<file path="config.mk">
export PLATFORM = sky130hd
export DESIGN_NAME = pitch_speed_hold_limiter
export DESIGN_NICKNAME = d
export VERILOG_FILES = /design/src/sv/psh_pkg.sv /design/src/sv/psh_div.sv /design/src/sv/psh_cfg.sv /design/src/sv/psh_dp.sv /design/src/sv/psh_ctrl.sv /design/src/sv/pitch_speed_hold_limiter.sv
export VERILOG_INCLUDE_DIRS = /design/src /design/src/sv
export SDC_FILE = /design/constraint.sdc
export NUM_CORES = 2
export LEC_CHECK = 0
export BUFFER_PORTS_ARGS = -buffer_cell sky130_fd_sc_hd__buf_2
export CAP_MARGIN = 5
export CELL_PAD_IN_SITES_DETAIL_PLACEMENT = 0
export CELL_PAD_IN_SITES_GLOBAL_PLACEMENT = 1
export CORE_MARGIN = 2
export CORE_UTILIZATION = 35
export CTS_CLUSTER_DIAMETER = 30
export CTS_CLUSTER_SIZE = 12
export DETAILED_ROUTE_END_ITERATION = 8
export HOLD_SLACK_MARGIN = 0.15
export PLACE_DENSITY_LB_ADDON = 0.12
export SETUP_SLACK_MARGIN = 0.05
export SLEW_MARGIN = 30
export SYNTH_ARGS = -nofsm -noshare
export SYNTH_HDL_FRONTEND = slang
export SYNTH_HIERARCHICAL = 1
export SYNTH_SLANG_ARGS = --single-unit
export TNS_END_PERCENT = 30
</file>
<file path="constraint.sdc">
create_clock -name i_clk -period 11.9 [get_ports i_clk]
set_clock_uncertainty 0.05 [all_clocks]
set_input_delay 0 -clock i_clk [delete_from_list [all_inputs] [get_ports i_clk]]
set_output_delay 0 -clock i_clk [all_outputs]
set_load 0.02 [all_outputs]
</file>
<file path="src/sv/pitch_speed_hold_limiter_assert.svh">
// Assertion macros for the pitch speed/hold limiter.
// No dependencies; included by files that carry concurrent checks.
`ifndef PITCH_SPEED_HOLD_LIMITER_ASSERT_SVH
`define PITCH_SPEED_HOLD_LIMITER_ASSERT_SVH

`ifndef NO_ASSERTIONS

// Check a property on the rising clock, ignored while reset is low.
`define PSH_ASSERT(name, clk, rst_n, prop, msg) \
    name: assert property (@(posedge clk) disable iff (!rst_n) (prop)) else $error(msg);

// Check a property on the rising clock, also during reset.
`define PSH_ASSERT_ALWAYS(name, clk, prop, msg) \
    name: assert property (@(posedge clk) (prop)) else $error(msg);

`else

`define PSH_ASSERT(name, clk, rst_n, prop, msg)
`define PSH_ASSERT_ALWAYS(name, clk, prop, msg)

`endif

`endif

</file>
<file path="src/sv/psh_pkg.sv">
// Shared types, constants and helpers for the pitch speed/hold limiter.
// No dependencies; imported by every module of the block.
`default_nettype none

package psh_pkg;

    // Configuration register indexes
    localparam logic [2:0] REG_ENTER_THR  = 3'd0;
    localparam logic [2:0] REG_EXIT_THR   = 3'd1;
    localparam logic [2:0] REG_FULL_SCALE = 3'd2;
    localparam logic [2:0] REG_MAX_SPEED  = 3'd3;
    localparam logic [2:0] REG_LOWER_OFF  = 3'd4;
    localparam logic [2:0] REG_UPPER_OFF  = 3'd5;
    localparam logic [2:0] REG_SLOW_ZONE  = 3'd6;

    localparam int CFG_IDX_W  = 3;
    localparam int CFG_DATA_W = 21;

    // Shared divider geometry
    localparam int DIV_W      = 36;  // dividend / quotient width
    localparam int DVR_W      = 20;  // divisor width
    localparam int DIV_CNT_W  = 6;
    localparam int DIV1_SHIFT = 10;  // 26-bit dividend left-aligned in DIV_W
    localparam logic [DIV_CNT_W-1:0] DIV1_STEPS = 6'd26;
    localparam logic [DIV_CNT_W-1:0] DIV2_STEPS = 6'd36;

    typedef struct packed {
        logic [10:0]        enter_threshold;
        logic [10:0]        exit_threshold;
        logic [10:0]        stick_full_scale;
        logic [14:0]        max_speed;
        logic signed [20:0] lower_offset;
        logic signed [20:0] upper_offset;
        logic [19:0]        slow_zone;
    } t_cfg;

    typedef struct packed {
        logic signed [11:0] stick;
        logic signed [31:0] position;
        logic signed [31:0] home_position;
        logic               reinit;
    } t_in;

    typedef struct packed {
        logic               speed_active;
        logic signed [15:0] speed_command;
        logic signed [31:0] hold_target;
        logic               reset_loop;
        logic               at_limit;
    } t_out;

    // Controller to datapath
    typedef struct packed {
        logic load;       // capture request, apply reinit
        logic prep;       // soft limits
        logic eval;       // remaining distance, move decision, stick product
        logic hold_upd;   // latch and clamp hold, build hold result
        logic div_start;
        logic div_sel;    // 0: full-scale divide, 1: taper divide
        logic sat;        // saturate first quotient, decide taper
        logic mul;        // speed magnitude times remaining distance
        logic speed_fin;  // build speed result
        logic out_load;   // move result into output register
    } t_cmd;

    // Datapath to controller
    typedef struct packed {
        logic moving;
        logic taper;
        logic div_busy;
        logic div_done;
    } t_sts;

    // Saturate a 33-bit signed sum to the signed 32-bit range.
    function automatic logic signed [31:0] sat32(input logic signed [32:0] v);
        logic signed [31:0] r;
        if (v[32] != v[31]) begin
            r = v[32] ? 32'sh8000_0000 : 32'sh7FFF_FFFF;
        end else begin
            r = v[31:0];
        end
        return r;
    endfunction

endpackage

`default_nettype wire

</file>
<file path="src/sv/psh_div.sv">
// Restoring divider, one quotient bit per cycle, unsigned operands.
// Depends on psh_pkg for its widths.
`default_nettype none

module psh_div (
    input  wire logic                          i_clk,
    input  wire logic                          i_rst_n,
    input  wire logic                          i_start,
    input  wire logic [psh_pkg::DIV_W-1:0]     i_dividend,
    input  wire logic [psh_pkg::DVR_W-1:0]     i_divisor,
    input  wire logic [psh_pkg::DIV_CNT_W-1:0] i_steps,
    output logic                               o_busy,
    output logic                               o_done,
    output logic [psh_pkg::DIV_W-1:0]          o_quotient
);
    import psh_pkg::*;

    logic [DIV_W-1:0]     r_dq;
    logic [DVR_W-1:0]     r_rem;
    logic [DVR_W-1:0]     r_dvr;
    logic [DIV_CNT_W-1:0] r_cnt;
    logic                 r_busy;
    logic                 r_done;

    logic [DVR_W:0] shifted;
    logic [DVR_W:0] trial;
    logic           fits;

    assign shifted = {r_rem, r_dq[DIV_W-1]};
    assign trial   = shifted - {1'b0, r_dvr};
    assign fits    = !trial[DVR_W];

    always_ff @(posedge i_clk) begin
        if (!i_rst_n) begin
            r_busy <= 1'b0;
            r_done <= 1'b0;
            r_cnt  <= '0;
        end else begin
            r_done <= 1'b0;
            if (i_start) begin
                r_busy <= 1'b1;
                r_cnt  <= i_steps;
            end else if (r_busy) begin
                r_cnt <= r_cnt - DIV_CNT_W'(1);
                if (r_cnt == DIV_CNT_W'(1)) begin
                    r_busy <= 1'b0;
                    r_done <= 1'b1;
                end
            end
        end
    end

    always_ff @(posedge i_clk) begin
        if (i_start) begin
            r_dq  <= i_dividend;
            r_dvr <= i_divisor;
            r_rem <= '0;
        end else if (r_busy) begin
            r_dq  <= {r_dq[DIV_W-2:0], fits};
            r_rem <= fits ? trial[DVR_W-1:0] : shifted[DVR_W-1:0];
        end
    end

    assign o_busy     = r_busy;
    assign o_done     = r_done;
    assign o_quotient = r_dq;

endmodule

`default_nettype wire

</file>
<file path="src/sv/psh_cfg.sv">
// Configuration register file of the pitch speed/hold limiter.
// Depends on psh_pkg for the register layout and indexes.
`default_nettype none

module psh_cfg (
    input  wire logic                           i_clk,
    input  wire logic                           i_rst_n,
    input  wire logic                           i_cfg_we,
    input  wire logic [psh_pkg::CFG_IDX_W-1:0]  i_cfg_index,
    input  wire logic [psh_pkg::CFG_DATA_W-1:0] i_cfg_data,
    output psh_pkg::t_cfg                       o_cfg
);
    import psh_pkg::*;

    t_cfg r_cfg;

    always_ff @(posedge i_clk) begin
        if (!i_rst_n) begin
            r_cfg.enter_threshold  <= 11'd20;
            r_cfg.exit_threshold   <= 11'd10;
            r_cfg.stick_full_scale <= 11'd660;
            r_cfg.max_speed        <= 15'd1000;
            r_cfg.lower_offset     <= -21'sd4096;
            r_cfg.upper_offset     <= 21'sd4096;
            r_cfg.slow_zone        <= 20'd512;
        end else if (i_cfg_we) begin
            case (i_cfg_index)
                REG_ENTER_THR:  r_cfg.enter_threshold  <= i_cfg_data[10:0];
                REG_EXIT_THR:   r_cfg.exit_threshold   <= i_cfg_data[10:0];
                REG_FULL_SCALE: r_cfg.stick_full_scale <= i_cfg_data[10:0];
                REG_MAX_SPEED:  r_cfg.max_speed        <= i_cfg_data[14:0];
                REG_LOWER_OFF:  r_cfg.lower_offset     <= i_cfg_data[20:0];
                REG_UPPER_OFF:  r_cfg.upper_offset     <= i_cfg_data[20:0];
                REG_SLOW_ZONE:  r_cfg.slow_zone        <= i_cfg_data[19:0];
                default: ;
            endcase
        end
    end

    assign o_cfg = r_cfg;

endmodule

`default_nettype wire

</file>
<file path="src/sv/psh_dp.sv">
// Datapath: mode/hold state, limit arithmetic, shared divider, result registers.
// Depends on psh_pkg and psh_div; driven by psh_ctrl through t_cmd.
`default_nettype none

module psh_dp (
    input  wire logic          i_clk,
    input  wire logic          i_rst_n,
    input  wire psh_pkg::t_cfg i_cfg,
    input  wire psh_pkg::t_in  i_in_data,
    input  wire psh_pkg::t_cmd i_cmd,
    output psh_pkg::t_sts      o_sts,
    output psh_pkg::t_out      o_out_data
);
    import psh_pkg::*;

    // Persistent state
    logic               r_mode;
    logic signed [31:0] r_hold;

    // Request and intermediate values
    logic signed [11:0] r_stick;
    logic signed [31:0] r_pos;
    logic signed [31:0] r_home;
    logic signed [31:0] r_lower;
    logic signed [31:0] r_upper;
    logic signed [32:0] r_rem;
    logic               r_moving;
    logic               r_at_b;
    logic [25:0]        r_prod;
    logic [15:0]        r_smag;
    logic signed [15:0] r_speed;
    logic               r_taper;
    logic [DIV_W-1:0]   r_prod2;
    t_out               r_res;
    t_out               r_out;

    // Soft limits
    logic signed [32:0] lo_sum;
    logic signed [32:0] up_sum;

    assign lo_sum = $signed({r_home[31], r_home})
                  + $signed({{12{i_cfg.lower_offset[20]}}, i_cfg.lower_offset});
    assign up_sum = $signed({r_home[31], r_home})
                  + $signed({{12{i_cfg.upper_offset[20]}}, i_cfg.upper_offset});

    // Move decision
    logic               neg;
    logic               zero;
    logic [11:0]        stick_u;
    logic [11:0]        mag;
    logic [10:0]        thr;
    logic signed [32:0] rem_lo;
    logic signed [32:0] rem_up;
    logic signed [32:0] remaining;
    logic               at_b;
    logic [26:0]        prod_full;

    assign neg       = r_stick[11];
    assign zero      = (r_stick == 12'sd0);
    assign stick_u   = r_stick;
    assign mag       = neg ? (~stick_u + 12'd1) : stick_u;
    assign thr       = r_mode ? i_cfg.exit_threshold : i_cfg.enter_threshold;
    assign rem_lo    = $signed({r_pos[31], r_pos}) - $signed({r_lower[31], r_lower});
    assign rem_up    = $signed({r_upper[31], r_upper}) - $signed({r_pos[31], r_pos});
    assign remaining = neg ? rem_lo : rem_up;
    assign at_b      = !zero && (remaining[32] || (remaining == 33'sd0));
    assign prod_full = {15'd0, mag} * {12'd0, i_cfg.max_speed};

    // Hold latch and clamp, lower first so the upper limit wins
    logic signed [31:0] boundary;
    logic signed [31:0] base;
    logic signed [31:0] h_lo;
    logic signed [31:0] h_fin;

    assign boundary = neg ? r_lower : r_upper;
    assign base     = r_at_b ? boundary : (r_mode ? r_pos : r_hold);
    assign h_lo     = (base < r_lower) ? r_lower : base;
    assign h_fin    = (h_lo > r_upper) ? r_upper : h_lo;

    // Shared divider
    logic [10:0]          full_scale;
    logic [DIV_W-1:0]     div_dividend;
    logic [DVR_W-1:0]     div_divisor;
    logic [DIV_CNT_W-1:0] div_steps;
    logic                 div_busy;
    logic                 div_done;
    logic [DIV_W-1:0]     div_q;

    assign full_scale   = (i_cfg.stick_full_scale == 11'd0) ? 11'd1 : i_cfg.stick_full_scale;
    assign div_dividend = i_cmd.div_sel ? r_prod2 : {r_prod, {DIV1_SHIFT{1'b0}}};
    assign div_divisor  = i_cmd.div_sel ? i_cfg.slow_zone : {9'd0, full_scale};
    assign div_steps    = i_cmd.div_sel ? DIV2_STEPS : DIV1_STEPS;

    psh_div u_div (
        .i_clk      (i_clk),
        .i_rst_n    (i_rst_n),
        .i_start    (i_cmd.div_start),
        .i_dividend (div_dividend),
        .i_divisor  (div_divisor),
        .i_steps    (div_steps),
        .o_busy     (div_busy),
        .o_done     (div_done),
        .o_quotient (div_q)
    );

    // Saturate the full-scale quotient; negative side reaches one count further
    logic [25:0] q1;
    logic [25:0] q1_lim;
    logic [15:0] smag;
    logic [15:0] q2;
    logic [15:0] tap_speed;
    logic        taper;

    assign q1        = div_q[25:0];
    assign q1_lim    = neg ? 26'd32768 : 26'd32767;
    assign smag      = (q1 > q1_lim) ? q1_lim[15:0] : q1[15:0];
    assign taper     = (i_cfg.slow_zone != 20'd0)
                     && (r_rem < $signed({13'd0, i_cfg.slow_zone}));
    assign q2        = div_q[15:0];
    assign tap_speed = neg ? (~q2 + 16'd1) : q2;

    always_ff @(posedge i_clk) begin
        if (!i_rst_n) begin
            r_mode <= 1'b0;
            r_hold <= '0;
        end else if (i_cmd.load && i_in_data.reinit) begin
            r_mode <= 1'b0;
            r_hold <= i_in_data.home_position;
        end else if (i_cmd.hold_upd) begin
            r_mode <= 1'b0;
            r_hold <= h_fin;
        end else if (i_cmd.speed_fin) begin
            r_mode <= 1'b1;
        end
    end

    always_ff @(posedge i_clk) begin
        if (i_cmd.load) begin
            r_stick <= i_in_data.stick;
            r_pos   <= i_in_data.position;
            r_home  <= i_in_data.home_position;
        end
        if (i_cmd.prep) begin
            r_lower <= sat32(lo_sum);
            r_upper <= sat32(up_sum);
        end
        if (i_cmd.eval) begin
            r_rem    <= remaining;
            r_at_b   <= at_b;
            r_moving <= ({1'b0, mag} > {2'b0, thr}) && !at_b;
            r_prod   <= prod_full[25:0];
        end
        if (i_cmd.sat) begin
            r_smag  <= smag;
            r_speed <= neg ? (~smag + 16'd1) : smag;
            r_taper <= taper;
        end
        if (i_cmd.mul) begin
            r_prod2 <= {20'd0, r_smag} * {16'd0, r_rem[19:0]};
        end
        if (i_cmd.hold_upd) begin
            r_res.speed_active  <= 1'b0;
            r_res.speed_command <= '0;
            r_res.hold_target   <= h_fin;
            r_res.reset_loop    <= r_mode;
            r_res.at_limit      <= r_at_b;
        end
        if (i_cmd.speed_fin) begin
            r_res.speed_active  <= 1'b1;
            r_res.speed_command <= r_taper ? tap_speed : r_speed;
            r_res.hold_target   <= '0;
            r_res.reset_loop    <= !r_mode;
            r_res.at_limit      <= 1'b0;
        end
        if (i_cmd.out_load) begin
            r_out <= r_res;
        end
    end

    assign o_sts.moving   = r_moving;
    assign o_sts.taper    = r_taper;
    assign o_sts.div_busy = div_busy;
    assign o_sts.div_done = div_done;
    assign o_out_data     = r_out;

endmodule

`default_nettype wire

</file>
<file path="src/sv/psh_ctrl.sv">
// Sequencer of the pitch speed/hold limiter and owner of both handshakes.
// Depends on psh_pkg for the command and status structs.
`default_nettype none

module psh_ctrl (
    input  wire logic          i_clk,
    input  wire logic          i_rst_n,
    input  wire logic          i_in_valid,
    output logic               o_in_stall,
    output logic               o_out_valid,
    input  wire logic          i_out_stall,
    input  wire psh_pkg::t_sts i_sts,
    output psh_pkg::t_cmd      o_cmd
);
    import psh_pkg::*;

    localparam logic [3:0] ST_IDLE   = 4'd0;
    localparam logic [3:0] ST_PREP   = 4'd1;
    localparam logic [3:0] ST_EVAL   = 4'd2;
    localparam logic [3:0] ST_DECIDE = 4'd3;
    localparam logic [3:0] ST_DIV1   = 4'd4;
    localparam logic [3:0] ST_SAT    = 4'd5;
    localparam logic [3:0] ST_MUL    = 4'd6;
    localparam logic [3:0] ST_TAPER  = 4'd7;
    localparam logic [3:0] ST_DIV2   = 4'd8;
    localparam logic [3:0] ST_FIN    = 4'd9;

    logic [3:0] r_state;
    logic [3:0] n_state;
    logic       r_out_valid;
    logic       n_out_valid;
    logic       out_free;

    assign out_free = !r_out_valid || !i_out_stall;

    always_comb begin
        n_state     = r_state;
        n_out_valid = r_out_valid && i_out_stall;
        o_cmd       = '0;
        case (r_state)
            ST_IDLE: begin
                if (i_in_valid) begin
                    o_cmd.load = 1'b1;
                    n_state    = ST_PREP;
                end
            end
            ST_PREP: begin
                o_cmd.prep = 1'b1;
                n_state    = ST_EVAL;
            end
            ST_EVAL: begin
                o_cmd.eval = 1'b1;
                n_state    = ST_DECIDE;
            end
            ST_DECIDE: begin
                if (i_sts.moving) begin
                    o_cmd.div_start = 1'b1;
                    n_state         = ST_DIV1;
                end else begin
                    o_cmd.hold_upd = 1'b1;
                    n_state        = ST_FIN;
                end
            end
            ST_DIV1: begin
                if (i_sts.div_done) begin
                    n_state = ST_SAT;
                end
            end
            ST_SAT: begin
                o_cmd.sat = 1'b1;
                n_state   = ST_MUL;
            end
            ST_MUL: begin
                o_cmd.mul = 1'b1;
                n_state   = ST_TAPER;
            end
            ST_TAPER: begin
                // taper only inside the slow zone, else finish with the saturated speed
                if (i_sts.taper) begin
                    o_cmd.div_start = 1'b1;
                    o_cmd.div_sel   = 1'b1;
                    n_state         = ST_DIV2;
                end else begin
                    o_cmd.speed_fin = 1'b1;
                    n_state         = ST_FIN;
                end
            end
            ST_DIV2: begin
                o_cmd.div_sel = 1'b1;
                if (i_sts.div_done) begin
                    o_cmd.speed_fin = 1'b1;
                    n_state         = ST_FIN;
                end
            end
            ST_FIN: begin
                // hold the result until the output register frees up
                if (out_free) begin
                    o_cmd.out_load = 1'b1;
                    n_out_valid    = 1'b1;
                    n_state        = ST_IDLE;
                end
            end
            default: begin
                n_state = ST_IDLE;
            end
        endcase
    end

    always_ff @(posedge i_clk) begin
        if (!i_rst_n) begin
            r_state     <= ST_IDLE;
            r_out_valid <= 1'b0;
        end else begin
            r_state     <= n_state;
            r_out_valid <= n_out_valid;
        end
    end

    assign o_in_stall  = (r_state != ST_IDLE);
    assign o_out_valid = r_out_valid;

endmodule

`default_nettype wire

</file>
<file path="src/sv/pitch_speed_hold_limiter.sv">
// Pitch speed/hold limiter: one request in, one result out, handled one at a
// time. A hold result skips the divider, an untapered speed command uses the
// full-scale divide, and a speed command inside the slow zone adds the taper
// divide. The shared restoring divider produces one quotient bit per cycle
// (26 steps for the full-scale divide, 36 for the taper). A finished result
// waits in the output register while the next request is taken in.
// Configuration registers may be written whenever no request is in flight.
`default_nettype none

`include "pitch_speed_hold_limiter_assert.svh"

module pitch_speed_hold_limiter (
    input  wire logic                           i_clk,
    input  wire logic                           i_rst_n,
    input  wire logic                           i_in_valid,
    output logic                                o_in_stall,
    input  wire psh_pkg::t_in                   i_in_data,
    output logic                                o_out_valid,
    input  wire logic                           i_out_stall,
    output psh_pkg::t_out                       o_out_data,
    input  wire logic                           i_cfg_we,
    input  wire logic [psh_pkg::CFG_IDX_W-1:0]  i_cfg_index,
    input  wire logic [psh_pkg::CFG_DATA_W-1:0] i_cfg_data
);
    import psh_pkg::*;

    t_cfg cfg;
    t_cmd cmd;
    t_sts sts;

    psh_cfg u_cfg (
        .i_clk       (i_clk),
        .i_rst_n     (i_rst_n),
        .i_cfg_we    (i_cfg_we),
        .i_cfg_index (i_cfg_index),
        .i_cfg_data  (i_cfg_data),
        .o_cfg       (cfg)
    );

    psh_ctrl u_ctrl (
        .i_clk       (i_clk),
        .i_rst_n     (i_rst_n),
        .i_in_valid  (i_in_valid),
        .o_in_stall  (o_in_stall),
        .o_out_valid (o_out_valid),
        .i_out_stall (i_out_stall),
        .i_sts       (sts),
        .o_cmd       (cmd)
    );

    psh_dp u_dp (
        .i_clk      (i_clk),
        .i_rst_n    (i_rst_n),
        .i_cfg      (cfg),
        .i_in_data  (i_in_data),
        .i_cmd      (cmd),
        .o_sts      (sts),
        .o_out_data (o_out_data)
    );

    `PSH_ASSERT(a_idle_div_quiet, i_clk, i_rst_n, !o_in_stall |-> !sts.div_busy, "divider busy while idle")
    `PSH_ASSERT(a_one_step, i_clk, i_rst_n, $onehot0({cmd.load, cmd.prep, cmd.eval, cmd.hold_upd, cmd.div_start, cmd.sat, cmd.mul, cmd.speed_fin, cmd.out_load}), "overlapping datapath commands")
    `PSH_ASSERT(a_div_runs, i_clk, i_rst_n, cmd.div_start |=> sts.div_busy, "divider did not start")
    `PSH_ASSERT(a_hold_zero_speed, i_clk, i_rst_n, (o_out_valid && !o_out_data.speed_active) |-> (o_out_data.speed_command == 16'sd0), "hold result with speed")
    `PSH_ASSERT(a_speed_no_limit, i_clk, i_rst_n, (o_out_valid && o_out_data.speed_active) |-> (!o_out_data.at_limit && o_out_data.hold_target == 32'sd0), "speed result at limit")

endmodule

`default_nettype wire
</file>
==> run_summary.xml <==
<?xml version="1.0" encoding="UTF-8"?>
<metrics>
  <group name="pwr">
    <metric name="irDropWorstVdd" unit="mV">0.479</metric>
    <metric name="power.density_cell_area" unit="mW/mm2">329</metric>
    <metric name="total_power" unit="uW">20500</metric>
    <metric name="total_leakage_power" unit="uW">0.0274</metric>
  </group>
  <group name="setup_path">
    <metric name="critical_path_required" unit="ns">12.49</metric>
    <metric name="setup_crit_path_kind" unit="">reg -&gt; reg</metric>
    <metric name="regToRegSetupSlack" unit="ns">3.59</metric>
    <metric name="path_max_fanout" unit="">115</metric>
    <metric name="r2r-start" unit="">u_dp/r_stick[11]</metric>
    <metric name="setup.worst_path.end_class" unit="">flop</metric>
    <metric name="timing.critical_path.from_type" unit="">flop</metric>
    <metric name="critical_path.reg2reg.endpoint" unit="">u_dp/r_hold[13]</metric>
    <metric name="cp.arrival" unit="ns">8.90</metric>
    <metric name="reg2reg_depth" unit="">25</metric>
  </group>
  <group name="cells_and_area">
    <metric name="final_cell_area" unit="mm2">0.0625</metric>
    <metric name="layout-drive-gt1-share" unit="%">11.6</metric>
    <metric name="multi_input_area" unit="mm2">0.0323</metric>
    <metric name="syn2layout_area_growth" unit="%">20.8</metric>
    <metric name="sequential_cell_area" unit="mm2">0.0160</metric>
    <metric name="layoutNonFillerInstCount" unit="">7792</metric>
    <metric name="finish.net_count" unit="">6648</metric>
    <metric name="fillerInstances" unit="">14400</metric>
  </group>
  <group name="global_routing">
    <metric name="antenna_found_initial" unit="">3</metric>
    <metric name="grt_first_pass_wirelength" unit="um">259000</metric>
    <metric name="grt_util_all_layers" unit="%">22.5</metric>
    <metric name="grt_pass1_vias" unit="">41400</metric>
    <metric name="globalRoute.totalOverflow" unit="">0</metric>
    <metric name="grt_start_max_net_pins" unit="">116</metric>
  </group>
  <group name="synth">
    <metric name="post_synth_inst_count" unit="">5354</metric>
    <metric name="synth.yosys.warnings" unit="">6</metric>
    <metric name="synth_fp_nets" unit="">6276</metric>
    <metric name="post_synth_instance_area" unit="mm2">0.0517</metric>
    <metric name="syn_avg_cell_area" unit="um2">9.66</metric>
  </group>
  <group name="placed_design">
    <metric name="placement.io_buffers" unit="">158</metric>
    <metric name="globalplace.congestion" unit="">0.873</metric>
    <metric name="detailed_place_hpwl" unit="um">128000</metric>
    <metric name="placed_cells" unit="">7274</metric>
    <metric name="dpl-instance-area" unit="mm2">0.0547</metric>
  </group>
  <group name="worst_hold_path">
    <metric name="timing.hold.worst_endpoint" unit="">u_cfg/o_cfg[13]</metric>
    <metric name="worst_hold_path.num_cells" unit="">4</metric>
    <metric name="hold_path.startpoint" unit="">i_cfg_data[13]</metric>
    <metric name="holdCritPathClass" unit="">in -&gt; reg</metric>
  </group>
  <group name="timing">
    <metric name="least_margin_pin_slew" unit="ns">0.983</metric>
    <metric name="max_freq" unit="GHz">0.120</metric>
    <metric name="rsz0062_at_grt" unit="">no</metric>
    <metric name="max-slew-margin-rel" unit="%">32.8</metric>
    <metric name="setup-violations-final" unit="">0</metric>
    <metric name="whs" unit="ns">0.203</metric>
    <metric name="finalMaxSlewViolations" unit="">0</metric>
    <metric name="final_hold_viol_count" unit="">0</metric>
    <metric name="finalSetupTns" unit="ns">0</metric>
    <metric name="post-route-min-period" unit="ns">8.31</metric>
    <metric name="final_period_util" unit="%">69.8</metric>
  </group>
  <group name="job">
    <metric name="max_cap_violations" unit="">0</metric>
  </group>
  <group name="floorplan">
    <metric name="core_region_area" unit="mm2">0.147</metric>
    <metric name="die_height" unit="um">388</metric>
    <metric name="fp.dieArea" unit="mm2">0.151</metric>
    <metric name="rows" unit="">141</metric>
    <metric name="die_w" unit="um">388</metric>
    <metric name="boundaryPins" unit="">159</metric>
    <metric name="floorplan.initialDensity" unit="%">35.1</metric>
  </group>
  <group name="drt">
    <metric name="vias_per_cell" unit="">5.15</metric>
    <metric name="first_iter_violations" unit="">2330</metric>
    <metric name="vias" unit="">40100</metric>
    <metric name="dr.pass1.iters" unit="">5</metric>
    <metric name="detail_route.drc_violations" unit="">0</metric>
    <metric name="post_dr_wirelength_cell" unit="um">21.8</metric>
    <metric name="antenna_violating_nets_post_route" unit="">0</metric>
    <metric name="postRouteWirelength" unit="um">170000</metric>
  </group>
  <group name="clocking">
    <metric name="clkTransAtPathRegs" unit="ns">0.04</metric>
    <metric name="tritoncts_num_sinks" unit="">603</metric>
    <metric name="cts.root.buffer_cell" unit="">sky130_fd_sc_hd__clkbuf_16</metric>
    <metric name="worst_skew_late_latency" unit="ns">0.77</metric>
    <metric name="max-clock-path-buffers" unit="">3</metric>
    <metric name="htreeDepth" unit="">4</metric>
    <metric name="cts-buffers-inserted" unit="">156</metric>
    <metric name="tritoncts" unit="">done</metric>
    <metric name="cts_setup_buffers" unit="">0</metric>
  </group>
  <group name="outcome">
    <metric name="outcome" unit="">finished clean</metric>
  </group>
</metrics>
routing by layer:
metal	GRT usage [%]	vias up	routed length, um
li1	-	19300	-
met1	31.2	19900	80200
met2	36.9	822	79800
met3	2.83	168	6100
met4	6.22	2	3680
met5	0	-	13
registers in the layout, indices dropped and copies added, names as in the netlist, 33 cells and up:
signal / count
u_dp/r_res: 51
u_cfg/o_cfg: 110
u_dp/r_prod2: 36
u_dp/r_rem: 33
u_dp/o_out_data: 51
u_dp/u_div/o_quotient: 36
power breakdown:
part / internal, uW / total, uW / switching [uW] / leakage, uW
Sequential: 3170 / 3480 / 308 / 0.00528
Combinational: 5300 / 12700 / 7360 / 0.0195
Clock: 2990 / 4390 / 1400 / 0.00265
metrics by stage:
| step | setup slack (ns) | util (%) |
|---|---|---|
| after detailed placement | 3.34 | 37.1 |
| final | 3.59 | 42.4 |
| after global routing | 3.06 | 42.4 |
| after global placement | 3.29 | 37.1 |
| after floorplan | 3.69 | - |
| after CTS | 3.31 | 42.4 |
cell type report:
class	count	share of cell area, %
antenna	2	0.00801
timing repair buffer	460	5.85
multi-input combinational	3837	51.8
inverter	668	4.01
tap	1930	3.87
sequential	603	25.6
clock buffer	188	6.56
clock inverter	104	2.29
critical path, cell delays in order, from the launching register on:
cell	delay (ns)
sky130_fd_sc_hd__edfxtp_1	0.36
sky130_fd_sc_hd__buf_12	0.49
sky130_fd_sc_hd__mux2i_1	0.26
sky130_fd_sc_hd__a21oi_1	0.10
sky130_fd_sc_hd__ha_1	0.37
sky130_fd_sc_hd__nand4_1	0.15
sky130_fd_sc_hd__nor4_1	0.44
sky130_fd_sc_hd__o21ai_0	0.19
sky130_fd_sc_hd__a2111oi_0	0.89
sky130_fd_sc_hd__a2111oi_0	0.26
sky130_fd_sc_hd__a21oi_4	0.38
sky130_fd_sc_hd__buf_4	0.40
sky130_fd_sc_hd__mux2_2	0.42
sky130_fd_sc_hd__ha_1	0.29
sky130_fd_sc_hd__nor2b_1	0.14
sky130_fd_sc_hd__o21a_1	0.16
sky130_fd_sc_hd__o21a_1	0.16
sky130_fd_sc_hd__o21a_1	0.15
sky130_fd_sc_hd__o21ai_0	0.14
sky130_fd_sc_hd__nand2b_1	0.08
sky130_fd_sc_hd__a211oi_1	0.39
sky130_fd_sc_hd__o311ai_1	0.26
sky130_fd_sc_hd__mux2_2	0.84
sky130_fd_sc_hd__nor2_2	0.10
sky130_fd_sc_hd__buf_4	0.29
sky130_fd_sc_hd__a211oi_1	0.29
worst max-delay path by stage:
stage / from / end / cells after the start
finish: u_dp/r_stick[11] / u_dp/r_hold[13] / 25
global route: u_dp/r_stick[11] / u_dp/r_hold[13] / 25
CTS: u_dp/r_mode / u_dp/r_hold[18] / 25
detailed placement: u_dp/r_mode / u_dp/r_hold[18] / 25
global placement: u_dp/r_mode / u_dp/r_hold[28] / 25
floorplan: u_dp/r_stick[11] / u_dp/r_prod[25] / 29
what timing repair did:
action,4_1_cts,5_1_grt
hold endpoints to repair,297,0
hold buffers,223,0
gates resized for setup,0,0
cell usage in the layout, fill, tap and decap left out, types with 157 or more instances in the layout:
master                          instances
sky130_fd_sc_hd__and2_1               240
sky130_fd_sc_hd__dlygate4sd3_1        222
sky130_fd_sc_hd__nor2_1               190
sky130_fd_sc_hd__a21oi_1              253
sky130_fd_sc_hd__dfxtp_1              208
sky130_fd_sc_hd__edfxtp_1             393
sky130_fd_sc_hd__buf_2                158
sky130_fd_sc_hd__inv_1                666
sky130_fd_sc_hd__mux2i_1              178
sky130_fd_sc_hd__clkbuf_16            157
sky130_fd_sc_hd__fa_1                 384
sky130_fd_sc_hd__ha_1                 432
sky130_fd_sc_hd__nand2_1              616
No activity file was read; power rests on OpenSTA's default activity.
